[src/hw/rtl/jlst_pkg.sv]
package jlst_pkg;

  // number formats
  localparam int FRAC_BITS = 16;
  localparam int POS_FRAC  = 32;
  localparam int POS_SHIFT = POS_FRAC - FRAC_BITS;

  // |accel| below this counts as settled (0.01 in the speed format)
  localparam logic signed [31:0] ACCEL_EPS = 32'((((64'd1) << FRAC_BITS) + 64'd50) / 64'd100);

  // pi/30 in unsigned Q0.32
  localparam logic [31:0] RPM_TO_RAD = 32'd449767923;

  // (2^19 + 1) / 3, gives floor(x/3) exactly for x below 3 * 2^16
  localparam logic [17:0] RECIP3 = 18'd174763;

  // iteration counts of the multi-cycle units
  localparam int CNT_W       = 6;
  localparam int SQRT_STEPS  = 32;
  localparam int JDIV_STEPS  = 32;
  // divide by three of a 64-bit word, one 16-bit digit per step
  localparam int D3_STEPS    = 4;

  // register reset values
  localparam logic [30:0] SPEED_LIMIT_RST = 31'd6861947;
  localparam logic [30:0] ACCEL_LIMIT_RST = 31'd6861947;
  localparam logic [30:0] JERK_LIMIT_RST  = 31'd68619470;
  localparam logic [30:0] SETTLE_TOL_RST  = 31'd6554;
  localparam logic [31:0] TICK_PERIOD_RST = 32'd429497;

  // configuration register indexes
  typedef enum logic [2:0] {
    CFG_SPEED_LIMIT = 3'd0,
    CFG_ACCEL_LIMIT = 3'd1,
    CFG_JERK_LIMIT  = 3'd2,
    CFG_SETTLE_TOL  = 3'd3,
    CFG_TICK_PERIOD = 3'd4
  } cfg_idx_t;

  // controller states
  typedef enum logic [4:0] {
    ST_IDLE, ST_RPM, ST_REINIT, ST_ERR, ST_SETTLE, ST_MPROD, ST_SQLOAD, ST_SQRT,
    ST_DES, ST_JCHK, ST_JDIV, ST_JQ, ST_JDMUL, ST_JD, ST_ADT, ST_NV, ST_JD2MUL,
    ST_JD2, ST_P1, ST_P2, ST_P3LOAD, ST_D3, ST_P3, ST_FIN
  } state_t;

  // datapath operations
  typedef enum logic [4:0] {
    OP_NONE, OP_LATCH, OP_RPM_MUL, OP_REINIT, OP_ERR, OP_SETTLE, OP_MUL_PROD,
    OP_SQRT_LOAD, OP_SQRT_STEP, OP_DES, OP_JCHK, OP_DIV_STEP, OP_JQ, OP_JD_MUL,
    OP_JD, OP_ADT, OP_NV, OP_JD2_MUL, OP_JD2, OP_P1, OP_P2, OP_P3_LOAD, OP_P3,
    OP_FIN, OP_D3_STEP
  } dp_op_t;

  typedef struct packed {
    dp_op_t op;
  } jlst_cmd_t;

  typedef struct packed {
    logic settle;
    logic jerk_direct;
    logic out_busy;
  } jlst_stat_t;

  // magnitude of a signed word
  function automatic logic [31:0] mag32(input logic signed [31:0] v);
    logic [31:0] u;
    u = v;
    return v[31] ? (32'd0 - u) : u;
  endfunction

  // put a sign back on a magnitude
  function automatic logic signed [31:0] sgn32(input logic [31:0] m, input logic neg);
    return neg ? signed'(32'd0 - m) : signed'(m);
  endfunction

  function automatic logic [63:0] sgn64(input logic [63:0] m, input logic neg);
    return neg ? (64'd0 - m) : m;
  endfunction

endpackage

[src/hw/rtl/jlst_ctrl.sv]
module jlst_ctrl import jlst_pkg::*; (
  input  logic       clk,
  input  logic       rst_n,
  input  logic       in_valid,
  output logic       in_ready,
  input  jlst_stat_t stat,
  output jlst_cmd_t  cmd
);

  state_t           state_r, state_nxt;
  logic [CNT_W-1:0] cnt_r, cnt_nxt;

  // state and step counter
  always_ff @(posedge clk) begin
    if (!rst_n) begin
      state_r <= ST_IDLE;
      cnt_r   <= '0;
    end else begin
      state_r <= state_nxt;
      cnt_r   <= cnt_nxt;
    end
  end

  // next state and commands
  always_comb begin
    state_nxt = state_r;
    cnt_nxt   = cnt_r;
    cmd.op    = OP_NONE;
    in_ready  = 1'b0;
    case (state_r)
      ST_IDLE: begin
        in_ready = 1'b1;
        if (in_valid) begin
          cmd.op    = OP_LATCH;
          state_nxt = ST_RPM;
        end
      end
      ST_RPM: begin
        cmd.op    = OP_RPM_MUL;
        state_nxt = ST_REINIT;
      end
      ST_REINIT: begin
        cmd.op    = OP_REINIT;
        state_nxt = ST_ERR;
      end
      ST_ERR: begin
        cmd.op    = OP_ERR;
        state_nxt = ST_SETTLE;
      end
      ST_SETTLE: begin
        if (stat.settle) begin
          cmd.op    = OP_SETTLE;
          state_nxt = ST_FIN;
        end else begin
          cmd.op    = OP_MUL_PROD;
          state_nxt = ST_SQLOAD;
        end
      end
      ST_MPROD: begin
        cmd.op    = OP_MUL_PROD;
        state_nxt = ST_SQLOAD;
      end
      ST_SQLOAD: begin
        cmd.op    = OP_SQRT_LOAD;
        cnt_nxt   = CNT_W'(SQRT_STEPS - 1);
        state_nxt = ST_SQRT;
      end
      ST_SQRT: begin
        cmd.op  = OP_SQRT_STEP;
        cnt_nxt = cnt_r - 1'b1;
        if (cnt_r == '0) begin
          state_nxt = ST_DES;
        end
      end
      ST_DES: begin
        cmd.op    = OP_DES;
        state_nxt = ST_JCHK;
      end
      ST_JCHK: begin
        cmd.op = OP_JCHK;
        if (stat.jerk_direct) begin
          state_nxt = ST_JDMUL;
        end else begin
          cnt_nxt   = CNT_W'(JDIV_STEPS - 1);
          state_nxt = ST_JDIV;
        end
      end
      ST_JDIV: begin
        cmd.op  = OP_DIV_STEP;
        cnt_nxt = cnt_r - 1'b1;
        if (cnt_r == '0) begin
          state_nxt = ST_JQ;
        end
      end
      ST_JQ: begin
        cmd.op    = OP_JQ;
        state_nxt = ST_JDMUL;
      end
      ST_JDMUL: begin
        cmd.op    = OP_JD_MUL;
        state_nxt = ST_JD;
      end
      ST_JD: begin
        cmd.op    = OP_JD;
        state_nxt = ST_ADT;
      end
      ST_ADT: begin
        cmd.op    = OP_ADT;
        state_nxt = ST_NV;
      end
      ST_NV: begin
        cmd.op    = OP_NV;
        state_nxt = ST_JD2MUL;
      end
      ST_JD2MUL: begin
        cmd.op    = OP_JD2_MUL;
        state_nxt = ST_JD2;
      end
      ST_JD2: begin
        cmd.op    = OP_JD2;
        state_nxt = ST_P1;
      end
      ST_P1: begin
        cmd.op    = OP_P1;
        state_nxt = ST_P2;
      end
      ST_P2: begin
        cmd.op    = OP_P2;
        state_nxt = ST_P3LOAD;
      end
      ST_P3LOAD: begin
        cmd.op    = OP_P3_LOAD;
        cnt_nxt   = CNT_W'(D3_STEPS - 1);
        state_nxt = ST_D3;
      end
      ST_D3: begin
        cmd.op  = OP_D3_STEP;
        cnt_nxt = cnt_r - 1'b1;
        if (cnt_r == '0) begin
          state_nxt = ST_P3;
        end
      end
      ST_P3: begin
        cmd.op    = OP_P3;
        state_nxt = ST_FIN;
      end
      ST_FIN: begin
        if (!stat.out_busy) begin
          cmd.op    = OP_FIN;
          state_nxt = ST_IDLE;
        end
      end
      default: begin
        state_nxt = ST_IDLE;
      end
    endcase
  end

`ifndef SYNTHESIS
  a_one_at_a_time: assert property (@(posedge clk) disable iff (!rst_n)
    (in_valid && in_ready) |=> !in_ready)
    else $error("item accepted while another is in work");

  a_fin_free: assert property (@(posedge clk) disable iff (!rst_n)
    (cmd.op == OP_FIN) |-> !stat.out_busy)
    else $error("result written over one not yet taken");

  a_d3_count: assert property (@(posedge clk) disable iff (!rst_n)
    (state_r == ST_P3LOAD) |=> (state_r == ST_D3 && cnt_r == CNT_W'(D3_STEPS - 1)))
    else $error("divide by three started with wrong count");
`endif

endmodule

[config.mk]
export PLATFORM = sky130hd
export DESIGN_NAME = jlst_ctrl
export DESIGN_NICKNAME = d
export VERILOG_FILES = /design/src/hw/rtl/jlst_pkg.sv /design/src/hw/rtl/jlst_ctrl.sv
export SDC_FILE = /design/constraint.sdc
export NUM_CORES = 1
export LEC_CHECK = 0
export BUFFER_PORTS_ARGS = -buffer_cell sky130_fd_sc_hd__clkbuf_2
export CAP_MARGIN = 30
export CORE_MARGIN = 5
export CORE_UTILIZATION = 60
export DETAILED_ROUTE_END_ITERATION = 6
export PLACE_DENSITY = 0.82
export SYNTH_ARGS = -nofsm -noshare
export SYNTH_HDL_FRONTEND = slang
export SYNTH_SLANG_ARGS = --single-unit
[constraint.sdc]
create_clock -name clk -period 4.2 [get_ports clk]
set_input_delay 0 -clock clk [delete_from_list [all_inputs] [get_ports clk]]
set_output_delay 0 -clock clk [all_outputs]
set_load 0.02 [all_outputs]
==> flow_summary.yaml <==
floorplanning:
  pin_count: 12
  die_x_microns: 49.5
  starting_utilization_of_the_core_area_pct: 63.0
  floorplan.core_area_sq_mm: 0.00149
  total_die_area_sq_mm: 0.00245
  die-height_microns: 49.5
  cell_row_count: 14
sta:
  minimum_period_implied_by_the_final_worst_setup_slack_ns: 2.13
  worst_pin_slew_ns: 0.635
  fin_tns_setup_ns: 0
  timing.fmax_mhz: 470
  timing.final.max_slew_violations: 0
  finalSetupViolCount: 0
  hold_violations: 0
  slew-limit-headroom_pct: 57.6
  clock-skew-final_ns: 0.000751
  post-route-period-util_pct: 50.6
  grt_setup_unrepaired: "false"
drt:
  remaining_drc_errors: 0
  dr.first_iter.drc_count: 59
  post_drt_wl_per_cell_microns: 14.9
  dr.pass1.iters: 4
  vias: 1014
  vias_per_cell: 6.46
  drt_wl_total_microns: 2340
  ant_nets: 0
power_and_ir_drop:
  power.switching_fraction_pct: 50.5
  worst_ir_drop_vdd_v: 0.000294
  net_switching_component_of_the_power_mw: 0.303
  power.share.sequential_pct: 32.3
  power_report.internal_total_mw: 0.297
  share_of_total_power_in_combinational_logic_pct: 55.9
  power_leakage_nw: 0.416
  pwr-share-clk_pct: 11.9
  power.density_mw_per_mm2: 600
cts:
  h-tree-depth: 1
  hold_buffers: 0
  cts-root-buf: "sky130_fd_sc_hd__clkbuf_4"
  max-clock-path-buffers: 2
  worst_skew_pair.late_latency_ns: 0.26
  cts_inserted_buffers: 3
  cts-resized-gates: 0
  post_cts_setup_driven_buffer_insertion_count: 0
  worst_setup_hold_path_clk_slew_ns: 0.07
  clkSinkCount: 11
  cts_tree: "yes"
critical_path:
  critical_path.max_fanout: 19
  critical_path_class: "reg -> reg"
  critical_path_required_ns: 4.36
  cp_data_arrival_time_ns: 2.29
  start_kind: "flop"
  worst_setup_path_end_kind: "flop"
min_path:
  hp-class: "in -> reg"
yosys:
  mappedNetlistArea_sq_um: 938
  synthesis.nets: 142
  yosysSeqAreaShare_pct: 23.5
  yosys_register_bits: 11
  synth_compound_area_share_pct: 33.3
  synth_cells: 134
  ys_dominant_reg_cell: "sky130_fd_sc_hd__dfxtp_1"
  synth_mux_area_share_pct: 2.13
  synthTopCellsByArea: "sky130_fd_sc_hd__dfxtp_1, sky130_fd_sc_hd__nand2_1, sky130_fd_sc_hd__o21ai_0"
  synth_simple_gate_area_share_pct: 31.5
  synth_fa_ha_area_share_pct: 2.67
  synthDistinctLibCells: 45
  synth_top_area_share_pct: 23.5
  yosysWarningCount: 0
  synth_edf_count: 0
  synth_xor_area_share_pct: 0
  synth_area_leader_cell: "sky130_fd_sc_hd__dfxtp_1"
  async_flop_share_pct: 0
  synthesis.area_per_instance_sq_um: 7.00
  synth_top_family_by_area: "compound AO/OA/AOI/OAI gates"
status:
  outcome: "completed"
global_routing:
  number_of_global_route_vias_before_repair: 904
  first_pass_grt_wire_length_microns: 4040
  track_usage_pct: 20.0
  overflow: 0
  antenna_violations_before_repair: 0
  grt_start_max_net_pins: 20
cells_and_area:
  design.final.nets: 150
  area_of_the_multi_input_gates_sq_um: 653
  layout.area.seq_sq_um: 220
  final_layout_size_suffix_gt1_share_pct: 15.6
  syn_to_final_growth_pct: 6.67
  fillers: 140
  layout.cell_area.non_filler_sq_mm: 0.00100
  antennaDiodeCount: 0
place:
  placedInstanceArea_sq_um: 975
  port_buffers: 11
  dp.final_hpwl_microns: 1710
  globalplace.congestion: 0.927
job:
  timing.max_cap.violations: 0
[power groups by stage]
stage          Clock, mW  Combinational, mW  Sequential (mW)
5_1_grt           0.0826              0.369            0.200
6_report          0.0712              0.335            0.194
4_1_cts           0.0734              0.333            0.191
3_5_place_dp           0              0.332            0.193
2_1_floorplan          0              0.303            0.141
3_3_place_gp           0              0.326            0.190
[area by class of cell]
type,instances,area share (%)
Clock buffer,4,2.63
Inverter,7,2.63
Multi-Input combinational cell,108,65.2
Sequential cell,11,22.0
Tap cell,16,2.00
Timing Repair Buffer,11,5.50
[path summary, 6_finish.rpt]
| check | from | cells past startpoint | slack (ns) | to |
|---|---|---|---|---|
| worst max-delay path | state_r[0] | 5 | 2.07 | state_r[2] |
| worst min-delay path | rst_n | 2 | 0.16 | cnt_r[0] |
| worst max register to register | state_r[0] | 5 | 2.07 | state_r[2] |
| worst min register to register | cnt_r[1] | 1 | 0.54 | cnt_r[1] |
[per-stage QoR]
step | power (mW) | instances | hold WS, ns | setup WS (ns) | util [%]
2_1_floorplan | 0.444 | 134 | 0.133 | 2.37 | -
3_3_place_gp | 0.516 | 153 | 0.356 | 2.17 | 65.5
3_5_place_dp | 0.525 | 153 | 0.359 | 2.10 | 65.5
4_1_cts | 0.598 | 157 | 0.150 | 2.09 | 67.2
5_1_grt | 0.651 | 157 | 0.179 | 1.96 | 67.2
6_report | 0.600 | 157 | 0.157 | 2.07 | 67.2
[flip-flops by register name (all words and copies together), names as in the netlist]
name and count:
state_r 5, cnt_r 6
[cell usage in the layout (no fill, tap or decap), types with 2 or more instances in the layout]
cell type / netlist / layout
sky130_fd_sc_hd__and3_1: 2 / 2
sky130_fd_sc_hd__nand2_1: 21 / 21
sky130_fd_sc_hd__o211a_1: 2 / 2
sky130_fd_sc_hd__ha_1: 2 / 2
sky130_fd_sc_hd__o21ai_1: 3 / 3
sky130_fd_sc_hd__nand2b_2: 2 / 2
sky130_fd_sc_hd__mux2i_1: 2 / 2
sky130_fd_sc_hd__nor3_1: 7 / 7
sky130_fd_sc_hd__nor2_1: 10 / 10
sky130_fd_sc_hd__nand4b_1: 2 / 2
sky130_fd_sc_hd__inv_1: 7 / 7
sky130_fd_sc_hd__nand2b_1: 3 / 3
sky130_fd_sc_hd__a21oi_1: 8 / 8
sky130_fd_sc_hd__clkbuf_2: 0 / 11
sky130_fd_sc_hd__clkbuf_4: 0 / 3
sky130_fd_sc_hd__a31oi_1: 3 / 3
sky130_fd_sc_hd__or2_2: 2 / 2
sky130_fd_sc_hd__dfxtp_1: 11 / 11
sky130_fd_sc_hd__nand3_1: 3 / 3
sky130_fd_sc_hd__o21ai_0: 12 / 12
[cell families (layout without fill, tap and decap cells)]
group / count (synthesis) / in the layout
AND/OR/NAND/NOR: 58 / 58
adder cells (fa/ha/maj): 2 / 2
buffers and inverters: 15 / 22
AO/OA/AOI/OAI: 46 / 46
multiplexers: 2 / 2
flip-flops: 11 / 11
[worst max-delay path, cell delays in order (launching register included)]
cell and delay (ns):
sky130_fd_sc_hd__dfxtp_1 0.73, sky130_fd_sc_hd__nand2b_2 0.27, sky130_fd_sc_hd__nor3_1 0.08, sky130_fd_sc_hd__a21o_4 0.24
sky130_fd_sc_hd__a221o_1 0.41, sky130_fd_sc_hd__a32o_1 0.29
[synth_stat cells, types with 2 or more instances]
cell type                  number
sky130_fd_sc_hd__a21oi_1        8
sky130_fd_sc_hd__a31oi_1        3
sky130_fd_sc_hd__and3_1         2
sky130_fd_sc_hd__buf_4          2
sky130_fd_sc_hd__clkbuf_1       5
sky130_fd_sc_hd__dfxtp_1       11
sky130_fd_sc_hd__ha_1           2
sky130_fd_sc_hd__inv_1          7
sky130_fd_sc_hd__mux2i_1        2
sky130_fd_sc_hd__nand2_1       21
sky130_fd_sc_hd__nand2b_1       3
sky130_fd_sc_hd__nand2b_2       2
sky130_fd_sc_hd__nand3_1        3
sky130_fd_sc_hd__nand4b_1       2
sky130_fd_sc_hd__nor2_1        10
sky130_fd_sc_hd__nor3_1         7
sky130_fd_sc_hd__o211a_1        2
sky130_fd_sc_hd__o21ai_0       12
sky130_fd_sc_hd__o21ai_1        3
sky130_fd_sc_hd__or2_2          2
[routing by layer]
metal / vias up / global-route usage, % / share of wire, %
li1: 504 / - / -
met1: 451 / 26.9 / 45
met2: 55 / 31.6 / 44
met3: 4 / 6.63 / 9.6
met4: 0 / 3.06 / 0.98
met5: - / 0 / 0
Power figures use the tool's default switching activity.
